==> src/design/integer_deque_list_engine_defines.svh <==
// Assertion macros shared by the deque engine files.
`ifndef INTEGER_DEQUE_LIST_ENGINE_DEFINES_SVH
`define INTEGER_DEQUE_LIST_ENGINE_DEFINES_SVH

// The condition must hold in the same cycle as the trigger.
`define IDQE_ASSERT_SAME(lbl, trig, cond) \
	lbl: assert property (@(posedge clk) disable iff (!arst_n) (trig) |-> (cond)) \
		else $error("deque engine check failed");

// The condition must hold in the cycle after the trigger.
`define IDQE_ASSERT_NEXT(lbl, trig, cond) \
	lbl: assert property (@(posedge clk) disable iff (!arst_n) (trig) |=> (cond)) \
		else $error("deque engine check failed");

`endif

==> src/design/idqe_pkg.sv <==
// Types, codes and default sizes of the deque engine.
package idqe_pkg;

	localparam int CAPACITY_DEF   = 64;
	localparam int DATA_WIDTH_DEF = 32;

	localparam int KIND_W   = 4;
	localparam int VALUE_W  = 32;
	localparam int POS_W    = 6;
	localparam int CNT_W    = 7;
	localparam int STATUS_W = 2;

	typedef enum logic [KIND_W-1:0] {
		K_PUSH_BACK    = 4'd0,
		K_PUSH_FRONT   = 4'd1,
		K_POP_BACK     = 4'd2,
		K_POP_FRONT    = 4'd3,
		K_REMOVE_AT    = 4'd4,
		K_REMOVE_VALUE = 4'd5,
		K_READ_FRONT   = 4'd6,
		K_READ_BACK    = 4'd7,
		K_READ_AT      = 4'd8,
		K_FIND         = 4'd9,
		K_CLEAR        = 4'd10
	} kind_t;

	typedef enum logic [STATUS_W-1:0] {
		STAT_OK    = 2'd0,
		STAT_FULL  = 2'd1,
		STAT_RANGE = 2'd2,
		STAT_EMPTY = 2'd3
	} status_t;

	typedef enum logic [1:0] {
		S_IDLE = 2'd0,
		S_RUN  = 2'd1,
		S_DONE = 2'd2
	} state_t;

endpackage

==> src/design/idqe_ifs.sv <==
// Request and response channel interfaces of the deque engine.
interface idqe_req_if;
	logic                                valid;
	logic                                ready;
	logic [idqe_pkg::KIND_W-1:0]         kind;
	logic signed [idqe_pkg::VALUE_W-1:0] value;
	logic [idqe_pkg::POS_W-1:0]          position;

	modport source (output valid, kind, value, position, input ready);
	modport sink (input valid, kind, value, position, output ready);
endinterface

interface idqe_rsp_if;
	logic                                valid;
	logic                                ready;
	logic signed [idqe_pkg::VALUE_W-1:0] read_value;
	logic [idqe_pkg::CNT_W-1:0]          found_position;
	logic [idqe_pkg::CNT_W-1:0]          entry_count;
	logic [idqe_pkg::STATUS_W-1:0]       status;

	modport source (output valid, read_value, found_position, entry_count, status, input ready);
	modport sink (input valid, read_value, found_position, entry_count, status, output ready);
endinterface

==> src/design/idqe_ram.sv <==
// Generic single-write, single-read RAM with registered read data.
module idqe_ram #(
	parameter int WIDTH = idqe_pkg::DATA_WIDTH_DEF,
	parameter int DEPTH = idqe_pkg::CAPACITY_DEF
) (
	input  logic                     clk,
	input  logic                     we,
	input  logic [$clog2(DEPTH)-1:0] waddr,
	input  logic [WIDTH-1:0]         wdata,
	input  logic [$clog2(DEPTH)-1:0] raddr,
	output logic [WIDTH-1:0]         rdata
);

	logic [WIDTH-1:0] mem [DEPTH];

	always_ff @(posedge clk) begin
		if (we) begin
			mem[waddr] <= wdata;
		end
		rdata <= mem[raddr];
	end

endmodule

==> src/design/integer_deque_list_engine.sv <==
// Deque engine: a ring of signed entries walked by one RAM port under a small sequencer.
//
//  channel | dir | handshake    | payload
//  req     | in  | valid/ready  | kind, value, position
//  rsp     | out | valid/ready  | read_value, found_position, entry_count, status
//
// Push, pop, clear and every flagged request skip the walk and go from acceptance straight to
// the done state. Reads, remove at, remove value and find walk the entries in the run state,
// one entry per cycle from the single RAM read port; a find that hits stops the walk early.
// The next request is taken once the result has been loaded into the output register.
// Reset clears the state, the ring pointers, the count and the valid flags; the entry RAM needs no clearing pass.
// A result waits in the output register while rsp is stalled; the next request is taken then.
`include "integer_deque_list_engine_defines.svh"

module integer_deque_list_engine #(
	parameter int CAPACITY   = idqe_pkg::CAPACITY_DEF,
	parameter int DATA_WIDTH = idqe_pkg::DATA_WIDTH_DEF
) (
	input logic        clk,
	input logic        arst_n,
	idqe_req_if.sink   req,
	idqe_rsp_if.source rsp
);

	localparam int AW = $clog2(CAPACITY);
	localparam int CW = $clog2(CAPACITY + 1);
	localparam int SW = CW + 1;
	localparam int LW = (CW > idqe_pkg::POS_W) ? CW : idqe_pkg::POS_W;

	function automatic logic [AW-1:0] slot_of(input logic [AW-1:0] base,
			input logic [CW-1:0] idx);
		logic [SW-1:0] sum;
		sum = SW'(base) + SW'(idx);
		if (sum >= SW'(CAPACITY)) begin
			sum = sum - SW'(CAPACITY);
		end
		return AW'(sum);
	endfunction

	idqe_pkg::state_t  state_q, state_d;
	idqe_pkg::kind_t   req_kind, kind_q, kind_d;
	idqe_pkg::status_t res_status_q, res_status_d;

	logic [DATA_WIDTH-1:0] req_val, val_q, val_d;
	logic [AW-1:0]         front_q, front_d, front_dec;
	logic [CW-1:0]         count_q, count_d, pos_c;
	logic [CW-1:0]         issue_idx_q, issue_idx_d, end_q, end_d;
	logic [CW-1:0]         wr_idx_q, wr_idx_d, didx_s1;
	logic [CW-1:0]         res_found_q, res_found_d;
	logic [DATA_WIDTH-1:0] res_rd_q, res_rd_d;
	logic                  dv_s1;

	logic                  accept, full, empty, oor, issue, find_hit, run_done, start_run;
	logic                  out_load;
	logic                  ram_we;
	logic [AW-1:0]         ram_waddr, ram_raddr;
	logic [DATA_WIDTH-1:0] ram_wdata, ram_rdata;

	logic                                out_valid_q;
	logic [idqe_pkg::VALUE_W-1:0]        out_rd_q;
	logic [idqe_pkg::CNT_W-1:0]          out_found_q, out_count_q;
	logic [idqe_pkg::STATUS_W-1:0]       out_status_q;

	assign req_kind  = idqe_pkg::kind_t'(req.kind);
	assign req_val   = DATA_WIDTH'(req.value);
	assign pos_c     = CW'(req.position);
	assign req.ready = (state_q == idqe_pkg::S_IDLE);
	assign accept    = req.valid && req.ready;
	assign full      = (count_q == CW'(CAPACITY));
	assign empty     = (count_q == '0);
	assign oor       = (LW'(req.position) >= LW'(count_q));
	assign front_dec = (front_q == '0) ? AW'(CAPACITY - 1) : front_q - AW'(1);

	assign issue     = (state_q == idqe_pkg::S_RUN) && (issue_idx_q < end_q);
	assign find_hit  = dv_s1 && (kind_q == idqe_pkg::K_FIND) && (ram_rdata == val_q);
	assign run_done  = find_hit || (!issue && !dv_s1);
	assign ram_raddr = slot_of(front_q, issue_idx_q);
	assign out_load  = (state_q == idqe_pkg::S_DONE) && (!out_valid_q || rsp.ready);

	idqe_ram #(
		.WIDTH (DATA_WIDTH),
		.DEPTH (CAPACITY)
	) u_ram (
		.clk   (clk),
		.we    (ram_we),
		.waddr (ram_waddr),
		.wdata (ram_wdata),
		.raddr (ram_raddr),
		.rdata (ram_rdata)
	);

	always_comb begin
		state_d = state_q;
		unique case (state_q)
			idqe_pkg::S_IDLE: begin
				if (accept) begin
					state_d = start_run ? idqe_pkg::S_RUN : idqe_pkg::S_DONE;
				end
			end
			idqe_pkg::S_RUN: begin
				if (run_done) begin
					state_d = idqe_pkg::S_DONE;
				end
			end
			idqe_pkg::S_DONE: begin
				if (out_load) begin
					state_d = idqe_pkg::S_IDLE;
				end
			end
			default: begin
				state_d = idqe_pkg::S_IDLE;
			end
		endcase
	end

	always_comb begin
		front_d      = front_q;
		count_d      = count_q;
		kind_d       = kind_q;
		val_d        = val_q;
		issue_idx_d  = issue_idx_q;
		end_d        = end_q;
		wr_idx_d     = wr_idx_q;
		res_rd_d     = res_rd_q;
		res_found_d  = res_found_q;
		res_status_d = res_status_q;
		start_run    = 1'b0;
		ram_we       = 1'b0;
		ram_waddr    = slot_of(front_q, wr_idx_q);
		ram_wdata    = ram_rdata;

		if (accept) begin
			kind_d       = req_kind;
			val_d        = req_val;
			res_rd_d     = '0;
			res_found_d  = '0;
			res_status_d = idqe_pkg::STAT_OK;
			issue_idx_d  = '0;
			end_d        = count_q;
			wr_idx_d     = '0;
			case (req_kind) inside
				idqe_pkg::K_PUSH_BACK, idqe_pkg::K_PUSH_FRONT: begin
					if (full) begin
						res_status_d = idqe_pkg::STAT_FULL;
					end else begin
						ram_we    = 1'b1;
						ram_wdata = req_val;
						count_d   = count_q + CW'(1);
						if (req_kind == idqe_pkg::K_PUSH_BACK) begin
							ram_waddr = slot_of(front_q, count_q);
						end else begin
							ram_waddr = front_dec;
							front_d   = front_dec;
						end
					end
				end
				idqe_pkg::K_POP_BACK: begin
					if (!empty) begin
						count_d = count_q - CW'(1);
					end
				end
				idqe_pkg::K_POP_FRONT: begin
					if (!empty) begin
						front_d = slot_of(front_q, CW'(1));
						count_d = count_q - CW'(1);
					end
				end
				idqe_pkg::K_REMOVE_AT: begin
					if (oor) begin
						res_status_d = idqe_pkg::STAT_RANGE;
					end else begin
						start_run   = 1'b1;
						issue_idx_d = pos_c + CW'(1);
						wr_idx_d    = pos_c;
					end
				end
				idqe_pkg::K_REMOVE_VALUE, idqe_pkg::K_FIND: begin
					start_run = 1'b1;
				end
				idqe_pkg::K_READ_FRONT, idqe_pkg::K_READ_BACK: begin
					if (empty) begin
						res_status_d = idqe_pkg::STAT_EMPTY;
					end else begin
						start_run = 1'b1;
						if (req_kind == idqe_pkg::K_READ_FRONT) begin
							issue_idx_d = '0;
							end_d       = CW'(1);
						end else begin
							issue_idx_d = count_q - CW'(1);
							end_d       = count_q;
						end
					end
				end
				idqe_pkg::K_READ_AT: begin
					if (oor) begin
						res_status_d = idqe_pkg::STAT_RANGE;
					end else begin
						start_run   = 1'b1;
						issue_idx_d = pos_c;
						end_d       = pos_c + CW'(1);
					end
				end
				idqe_pkg::K_CLEAR: begin
					count_d = '0;
					front_d = '0;
				end
				default: begin
				end
			endcase
		end

		if (state_q == idqe_pkg::S_RUN) begin
			if (issue) begin
				issue_idx_d = issue_idx_q + CW'(1);
			end
			if (dv_s1) begin
				case (kind_q) inside
					idqe_pkg::K_REMOVE_AT: begin
						ram_we   = 1'b1;
						wr_idx_d = wr_idx_q + CW'(1);
					end
					idqe_pkg::K_REMOVE_VALUE: begin
						if (ram_rdata != val_q) begin
							ram_we   = 1'b1;
							wr_idx_d = wr_idx_q + CW'(1);
						end
					end
					idqe_pkg::K_FIND: begin
						if (find_hit) begin
							res_found_d = didx_s1;
						end
					end
					idqe_pkg::K_READ_FRONT, idqe_pkg::K_READ_BACK, idqe_pkg::K_READ_AT: begin
						res_rd_d = ram_rdata;
					end
					default: begin
					end
				endcase
			end
			if (run_done) begin
				case (kind_q)
					idqe_pkg::K_REMOVE_AT: begin
						count_d = count_q - CW'(1);
					end
					idqe_pkg::K_REMOVE_VALUE: begin
						count_d = wr_idx_q;
					end
					idqe_pkg::K_FIND: begin
						if (!find_hit) begin
							res_found_d = count_q;
						end
					end
					default: begin
					end
				endcase
			end
		end

		if (count_d == '0) begin
			front_d = '0;
		end
	end

	always_ff @(posedge clk or negedge arst_n) begin
		if (!arst_n) begin
			state_q     <= idqe_pkg::S_IDLE;
			front_q     <= '0;
			count_q     <= '0;
			dv_s1       <= 1'b0;
			out_valid_q <= 1'b0;
		end else begin
			state_q <= state_d;
			front_q <= front_d;
			count_q <= count_d;
			dv_s1   <= issue;
			if (out_load) begin
				out_valid_q <= 1'b1;
			end else if (rsp.ready) begin
				out_valid_q <= 1'b0;
			end
		end
	end

	always_ff @(posedge clk) begin
		kind_q       <= kind_d;
		val_q        <= val_d;
		issue_idx_q  <= issue_idx_d;
		end_q        <= end_d;
		wr_idx_q     <= wr_idx_d;
		didx_s1      <= issue_idx_q;
		res_rd_q     <= res_rd_d;
		res_found_q  <= res_found_d;
		res_status_q <= res_status_d;
		if (out_load) begin
			out_rd_q     <= idqe_pkg::VALUE_W'(res_rd_q);
			out_found_q  <= idqe_pkg::CNT_W'(res_found_q);
			out_count_q  <= idqe_pkg::CNT_W'(count_q);
			out_status_q <= res_status_q;
		end
	end

	assign rsp.valid          = out_valid_q;
	assign rsp.read_value     = out_rd_q;
	assign rsp.found_position = out_found_q;
	assign rsp.entry_count    = out_count_q;
	assign rsp.status         = out_status_q;

	`IDQE_ASSERT_SAME(a_wr_behind_rd, state_q == idqe_pkg::S_RUN, wr_idx_q <= issue_idx_q)
	`IDQE_ASSERT_SAME(a_empty_front, count_q == '0, front_q == '0)
	`IDQE_ASSERT_NEXT(a_accept_busy, req.valid && req.ready, state_q != idqe_pkg::S_IDLE)

endmodule
==> src/flat_wrapper.sv <==
// flat-port wrapper written by rule: the top's interface ports become plain ports
module integer_deque_list_engine_flat 
#(
	parameter int CAPACITY   = idqe_pkg::CAPACITY_DEF,
	parameter int DATA_WIDTH = idqe_pkg::DATA_WIDTH_DEF
)
  (clk, arst_n, req_valid, req_kind, req_value, req_position, req_ready, rsp_valid, rsp_read_value, rsp_found_position, rsp_entry_count, rsp_status, rsp_ready);
  idqe_req_if req_i ();
  idqe_rsp_if rsp_i ();
  input logic clk;
  input logic arst_n;
  input wire logic [$bits(req_i.valid)-1:0] req_valid;
  input wire logic [$bits(req_i.kind)-1:0] req_kind;
  input wire logic [$bits(req_i.value)-1:0] req_value;
  input wire logic [$bits(req_i.position)-1:0] req_position;
  output wire logic [$bits(req_i.ready)-1:0] req_ready;
  output wire logic [$bits(rsp_i.valid)-1:0] rsp_valid;
  output wire logic [$bits(rsp_i.read_value)-1:0] rsp_read_value;
  output wire logic [$bits(rsp_i.found_position)-1:0] rsp_found_position;
  output wire logic [$bits(rsp_i.entry_count)-1:0] rsp_entry_count;
  output wire logic [$bits(rsp_i.status)-1:0] rsp_status;
  input wire logic [$bits(rsp_i.ready)-1:0] rsp_ready;
  assign req_i.valid = req_valid;
  assign req_i.kind = req_kind;
  assign req_i.value = req_value;
  assign req_i.position = req_position;
  assign req_ready = req_i.ready;
  assign rsp_valid = rsp_i.valid;
  assign rsp_read_value = rsp_i.read_value;
  assign rsp_found_position = rsp_i.found_position;
  assign rsp_entry_count = rsp_i.entry_count;
  assign rsp_status = rsp_i.status;
  assign rsp_i.ready = rsp_ready;
  integer_deque_list_engine #(.CAPACITY(CAPACITY), .DATA_WIDTH(DATA_WIDTH)) u_core (.clk(clk), .arst_n(arst_n), .req(req_i), .rsp(rsp_i));
endmodule
==> config.mk <==
export PLATFORM = sky130hd
export DESIGN_NAME = integer_deque_list_engine_flat
export DESIGN_NICKNAME = d
export VERILOG_FILES = /design/src/design/idqe_pkg.sv /design/src/design/idqe_ifs.sv /design/src/design/idqe_ram.sv /design/src/design/integer_deque_list_engine.sv /design/src/flat_wrapper.sv
export VERILOG_INCLUDE_DIRS = /design/src /design/src/design
export SDC_FILE = /design/constraint.sdc
export NUM_CORES = 2
export LEC_CHECK = 0
export BUFFER_PORTS_ARGS = -buffer_cell sky130_fd_sc_hd__buf_2
export CAP_MARGIN = 20
export CORE_MARGIN = 4
export CORE_UTILIZATION = 35
export CTS_CLUSTER_DIAMETER = 50
export DETAILED_ROUTE_END_ITERATION = 10
export MAX_ROUTING_LAYER = met4
export SETUP_SLACK_MARGIN = 0.5
export SYNTH_ARGS = -nofsm -noshare
export SYNTH_HDL_FRONTEND = slang
export SYNTH_SLANG_ARGS = --single-unit
==> constraint.sdc <==
create_clock -name clk -period 5.5 [get_ports clk]
set_input_delay 0 -clock clk [delete_from_list [all_inputs] [get_ports clk]]
set_output_delay 0 -clock clk [all_outputs]
set_load 0.1 [all_outputs]
==> After elaboration in Yosys (flattened, before gate mapping) <==
Memories as Yosys holds them, arrays and structs flattened. A register that Yosys moved wholly into a read port is not among the register bits.
Index checks and enable logic that the tools add are counted.
{ "totals": {"output_inout_bits": 50, "n_memories": 1, "mem_bits_rw": 2048, "ff_bits": 170, "word_cells": 223, "inputBits": 46} }
{ "memory_table": {"columns": ["name", "words", "word_bits", "read_ports", "rd_ports_with_merged_regs", "wr", "line_no", "source"], "rows": [
  ["u_core.u_ram.mem", 64, 32, 1, 1, 1, "idqe_ram.sv:14", "logic [WIDTH-1:0] mem [DEPTH];"]
]} }
{ "classes": {"add_sub_neg": 14, "n_eq_ne": 32, "n_reduce_logical": 25, "order_cmp": 6, "muxes": 127} }
{ "op_table": {"columns": ["operator", "count"], "rows": [
  ["7-bit 2-to-1 mux", 55],
  ["32-bit 2-to-1 mux", 10],
  ["6-bit 2-to-1 mux", 24],
  ["32-bit == test", 1],
  ["4-bit by 3-bit == test with 1-bit output, second input constant", 8],
  ["32-bit inequality test", 1],
  ["6-bit by 1-bit subtractor with 6-bit output, second input constant", 5],
  ["2-bit 2-to-1 mux", 13],
  ["6-bit by 7-bit adder with 8-bit output", 3],
  ["8-bit by 7-bit greater-or-equal comparator with 1-bit output, second input constant", 3],
  ["1-bit 2-to-1 mux", 23],
  ["7-bit by 1-bit adder with 7-bit output, second input constant", 3],
  ["4-bit == test, second input constant", 5],
  ["6-bit by 1-bit adder with 7-bit output, second input constant", 2],
  ["7-bit zero test", 2],
  ["7-bit one-hot mux with 2 select lines", 1],
  ["10-bit AND reduction", 1],
  ["3-bit inequality test, second input constant", 3],
  ["4-bit by 2-bit == test with 1-bit output, second input constant", 2],
  ["4-bit by 2-bit inequality test with 1-bit output, second input constant", 2],
  ["4-bit by 3-bit inequality test with 1-bit output, second input constant", 2],
  ["7-bit == test, second input constant", 1],
  ["6-bit by 7-bit greater-or-equal comparator with 1-bit output", 1],
  ["7-bit greater-or-equal comparator, second input constant", 1],
  ["other kinds (20)", 32]
]} }

==> Logic depth before layout (Yosys ltp) <==
{ "depth": {"depth_word": 16, "mapped_depth": 12, "ltp_nobuf": 10} }

==> Modules after synthesis <==
Synthesis repeated with hierarchy kept, for this count alone.
{ "unflattened": {"cells_unflattened": 4401, "hier_area_um2": 87971.9} }
{ "by_module_without_submodules": {"columns": ["module", "n_inst", "cells_each", "seq_area_each_um2", "area_each_um2"], "rows": [
  ["idqe_ram", 1, 3511, 62139.6, 79039.6],
  ["integer_deque_list_engine", 1, 890, 4419.2, 8932.3]
]} }

==> Least setup slack after synthesis <==
Ideal clock, no wire load.
{ "synth_timing": {"path_type": "reg2reg", "startpoint": "register u_core.count_q[0]", "endpoint": "memory u_core.u_ram.mem[40][0] (netlist name), enable pin", "path_stages_with_launch": 12, "arrival_time_ns": 4.608, "slack_ns": 0.431, "n_path_buf": 3, "synth_period_minus_slack_ns": 5.069, "cell_sequence": "dfrtp_1 clkbuf_1 inv_1 ha_1 or3b_1 buf_2 o21ai_2 nor2_1 buf_2 o32ai_1 nand2_1 nor3_1"} }
{ "synth_between": {"elab_chain_len": 11, "elab_cells_between_ends": 19, "cone_classes": "add/sub: 2; order compare: 1; eq/ne: 1; mux: 15"} }
{ "synth_rtl": {"columns": ["item", "line_no", "source"], "rows": [
  ["from (decl)", "integer_deque_list_engine.sv:46", "logic [CW-1:0] count_q, count_d, pos_c;"],
  ["from (signal assigned)", "integer_deque_list_engine.sv:274", "count_q <= count_d;"],
  ["parallel branches: the longest is 11 deep, another holds 6-bit by 7-bit adder with 8-bit output", null, null],
  ["to (decl)", "idqe_ram.sv:14", null]
]} }
Several ways; the timed one is not identified.

==> Worst setup path in the final report <==
{ "layout_timing": {"startpoint": "register u_core.front_q[0]", "endpoint": "register u_core.u_ram.rdata[29] (read register of u_core.u_ram.mem)"} }
{ "layout_between": {"elab_chain_len": 3, "elab_cells_between_ends": 4, "cone_classes": "add/sub: 2; order compare: 1; mux: 1"} }
{ "layout_rtl": {"columns": ["item", "line_no", "source"], "rows": [
  ["from (decl)", "integer_deque_list_engine.sv:45", "logic [AW-1:0] front_q, front_d, front_dec;"],
  ["from (signal assigned)", "integer_deque_list_engine.sv:273", "front_q <= front_d;"],
  ["6-bit by 7-bit adder with 8-bit output (*)", "integer_deque_list_engine.sv:33", "sum = SW'(base) + SW'(idx);"],
  ["8-bit by 7-bit greater-or-equal comparator with 1-bit output or 6-bit by 1-bit subtractor with 6-bit output (tied branches)", "integer_deque_list_engine.sv:34, integer_deque_list_engine.sv:35", null],
  ["6-bit 2-to-1 mux (*)", "integer_deque_list_engine.sv:34", "if (sum >= SW'(CAPACITY)) begin"],
  ["to (decl)", "idqe_ram.sv:11", "output logic [WIDTH-1:0] rdata"]
]} }
Mark *: on every way between the ends. The rest lies on a longest branch, timed or not.
A chain may end at the register's enable or synchronous reset.

==> impl_metrics.json <==
{
  "synthArstFlopShare_pct": 0.756,
  "stdcell_count": 8025,
  "cpMostUsedCell": "mux4_2",
  "crit_required_ps": 6200,
  "clk_latency_ps": 880,
  "path_clk_slew_ps": 60,
  "synth_cell_type_count": 80,
  "dieArea_mm2": 0.259,
  "ios": 96,
  "avgSynthCellArea_um2": 21.6,
  "crit_fanout": 46,
  "yosysSeqAreaShare_pct": 75.9,
  "grt_pass1_wl_mm": 323,
  "clock.fmax_mhz": 202,
  "wl_met3_mm": 17.2,
  "fillCellCount": 21500,
  "holdWs_ps": 73.7,
  "worstSetupPathType": "reg -> reg",
  "drc_errors": 0,
  "p_leak_nw": 32.7,
  "period_minus_slack_ps": 4940,
  "antenna_found_initial": 6,
  "yosysMostFrequentCell": "edfxtp_1",
  "outcome": "finished clean",
  "gp_congestion": 0.934,
  "ctsRootBufferMaster": "clkbuf_16",
  "ys_ff_latch": 2250,
  "setup_viol": 0,
  "die_height_um": 508,
  "power.density_mw_per_mm2": 605,
  "area_growth_pct": 17.4,
  "hold_class": "in -> reg",
  "crit_path_max_incr_delay_ps": 1220,
  "grt_overflow_total": 0,
  "wl_met1_mm": 96.0,
  "arrival_ps": 5640,
  "finalWirelength_mm": 225,
  "dr_wl_met2_mm": 106,
  "hold_viol": 0,
  "clock-sinks": 2250,
  "wl_per_cell_um": 28.0,
  "synthFlopType": "edfxtp_1",
  "dpl-instance-area_mm2": 0.0942,
  "synth_cells": 4054,
  "drv_slew": 0,
  "drtIter0Drc": 5410,
  "num_vias": 43900,
  "post_drt_via_cell_ratio": 5.47,
  "grtUsageTotal_pct": 17.7,
  "num_rows": 183,
  "numCtsBuffers": 227,
  "p_total_mw": 62.3,
  "worstPathCellList": "ha_4 > fa_4 > buf_12 > buf_4 > mux4_2 > mux4_2 > nor2b_1 > a211oi_1 > a21oi_1",
  "yosysTopAreaCell": "edfxtp_1",
  "htree_levels": 4,
  "initial_core_util_pct": 35.2,
  "core_area_mm2": 0.249,
  "dp_hpwl_mm": 127,
  "synthTopCellsByArea": "edfxtp_1 73%, mux4_2 16%, dfxtp_1 2.1%",
  "maxCapViolCount": 0,
  "cts_tree": "yes",
  "start_kind": "flop",
  "synth_area_mm2": 0.0877,
  "ant_nets": 0,
  "highest_layer": "met4",
  "synth_top_area_share_pct": 73.3,
  "dp_cells": 7487,
  "final_layout_size_suffix_gt1_share_pct": 30.9,
  "nets": 4575,
  "grt_max_degree": 65,
  "irDropWorstVdd_mv": 0.397,
  "cpMaxStageDelayCell": "fa_4",
  "design_area_mm2": 0.103,
  "grt_pass1_vias": 43900,
  "rsz0062_at_grt": "no",
  "tightest_slew_ps": 1110,
  "io_buffer_count": 95,
  "synthTopCellsByCount": "2,141 x edfxtp_1, 640 x mux4_2, 223 x nand2_1",
  "syn-num-nets": 4138,
  "timing.final.crit_share_pct": 89.9,
  "firstDrtPassIters": 5,
  "relSlewSlack_pct": 26.1,
  "skew_ps": 57.7,
  "synth_edf_count": 2141,
  "yosysWarnings": 0,
  "cp-end-kind": "flop",
  "clockBufferDepth": 3,
  "die_w_um": 508,
  "finalSetupTns_ps": 0
}
==> state kept, by name (all words and copies together), names as in the netlist, 4 cells and up <==
name                       flops
u_core.end_q                   7
u_core.res_rd_q               32
u_core.issue_idx_q             7
u_core.kind_q                  4
u_core.res_found_q             7
u_core.front_q                 6
u_core.u_ram.mem            2048
u_core.count_q                 7
u_core.val_q                  32
u_core.rsp.read_value         32
u_core.u_ram.rdata            32
u_core.wr_idx_q                7
u_core.rsp.found_position      7
u_core.didx_s1                 7
u_core.rsp.entry_count         7
==> cell usage in the layout, fill, tap and decap left out, types with 17 or more instances in the layout <==
cell type / count
mux4_2: 640
ha_1: 34
clkbuf_16: 228
edfxtp_1: 2141
nand3_1: 58
clkbuf_8: 18
dlygate4sd3_1: 80
nor2_1: 42
nor3_1: 17
clkinv_2: 41
dfxtp_1: 92
o21ai_0: 35
clkinv_1: 43
a211oi_1: 42
xnor2_1: 46
nor3_4: 24
a21oi_1: 80
buf_4: 180
clkbuf_1: 55
nor2b_1: 39
mux2i_1: 38
dfrtp_1: 17
buf_2: 95
nor2_4: 32
inv_1: 28
buf_12: 61
nand2_1: 191
nand2_2: 32
==> final cells by class <==
class,count,area (um^2),share of cell area [%]
clock buffer,300,6130,5.96
clock inverter,131,1270,1.23
tap,3330,4170,4.05
sequential,2250,66600,64.7
timing repair buffer,423,3970,3.86
inverter,30,113,0.109
antenna,2,5.00,0.00486
multi-input combinational,1559,20700,20.1
==> per-layer routing <==
metal,track usage (%),vias up
li1,-,17900
met1,25.0,23700
met2,26.9,1922
met3,2.72,344
met4,4.64,0
met5,-,-
==> critical path, delay by kind of cell (launching register included) <==
kind | cells | cell delay (ps)
buffers and inverters | 2 | 740
and+or+nand+nor | 1 | 150
muxes | 2 | 840
AOI/OAI and AO/OA | 2 | 900
DFF | 1 | 550
adders and majority gates | 2 | 1480
==> where the power goes <==
| part | total [mW] | switching (mW) | internal (mW) | leakage [nW] |
|---|---|---|---|---|
| sequential | 22.3 | 0.610 | 21.7 | 20.3 |
| clock | 15.1 | 6.57 | 8.55 | 3.60 |
| combinational | 24.9 | 14.0 | 10.8 | 8.83 |
| total | 62.3 | 21.2 | 41.1 | 32.7 |
==> cell families after synthesis <==
family | count (synthesis) | share of synthesized area, %
xor gates and xnor gates | 56 | 0.559
and+or+nand+nor | 521 | 2.82
AOI/OAI and AO/OA | 264 | 2.02
muxes | 680 | 16.9
adders and majority gates | 38 | 0.568
buffers and inverters | 245 | 1.21
DFF | 2250 | 75.9
==> stage by stage <==
| step | setup WS, ps | util, % |
|---|---|---|
| 2_1_floorplan | 431 | - |
| 3_3_place_gp | 444 | 37.8 |
| 3_5_place_dp | 465 | 37.9 |
| 4_1_cts | 585 | 41.2 |
| 5_1_grt | 504 | 41.4 |
| 6_report | 555 | 41.4 |
==> worst paths after layout <==
kind / startpoint / endpoint / slack (ps) / cells past startpoint
setup / recovery: u_core.front_q[0] / u_core.u_ram.rdata[29] / 560 / 9
setup reg to reg: u_core.front_q[0] / u_core.u_ram.rdata[29] / 560 / 9
hold / removal: req_position[5] / u_core.wr_idx_q[5] / 70 / 4
hold reg to reg: u_core.res_rd_q[14] / u_core.rsp.read_value[14] / 430 / 0
max in group asynchronous: arst_n / u_core.front_q[1] / 4530 / 3
min in group asynchronous: arst_n / u_core.rsp.valid / 370 / 3
==> timing repair <==
action,in CTS,in global routing
hold buffers,80,0
pin swaps,0,1
setup endpoints to repair,2,1
endpoints found under the hold margin,204,0
setup buffers,0,1
gates resized for setup,2,0
(Power assumes the default switching activity.)
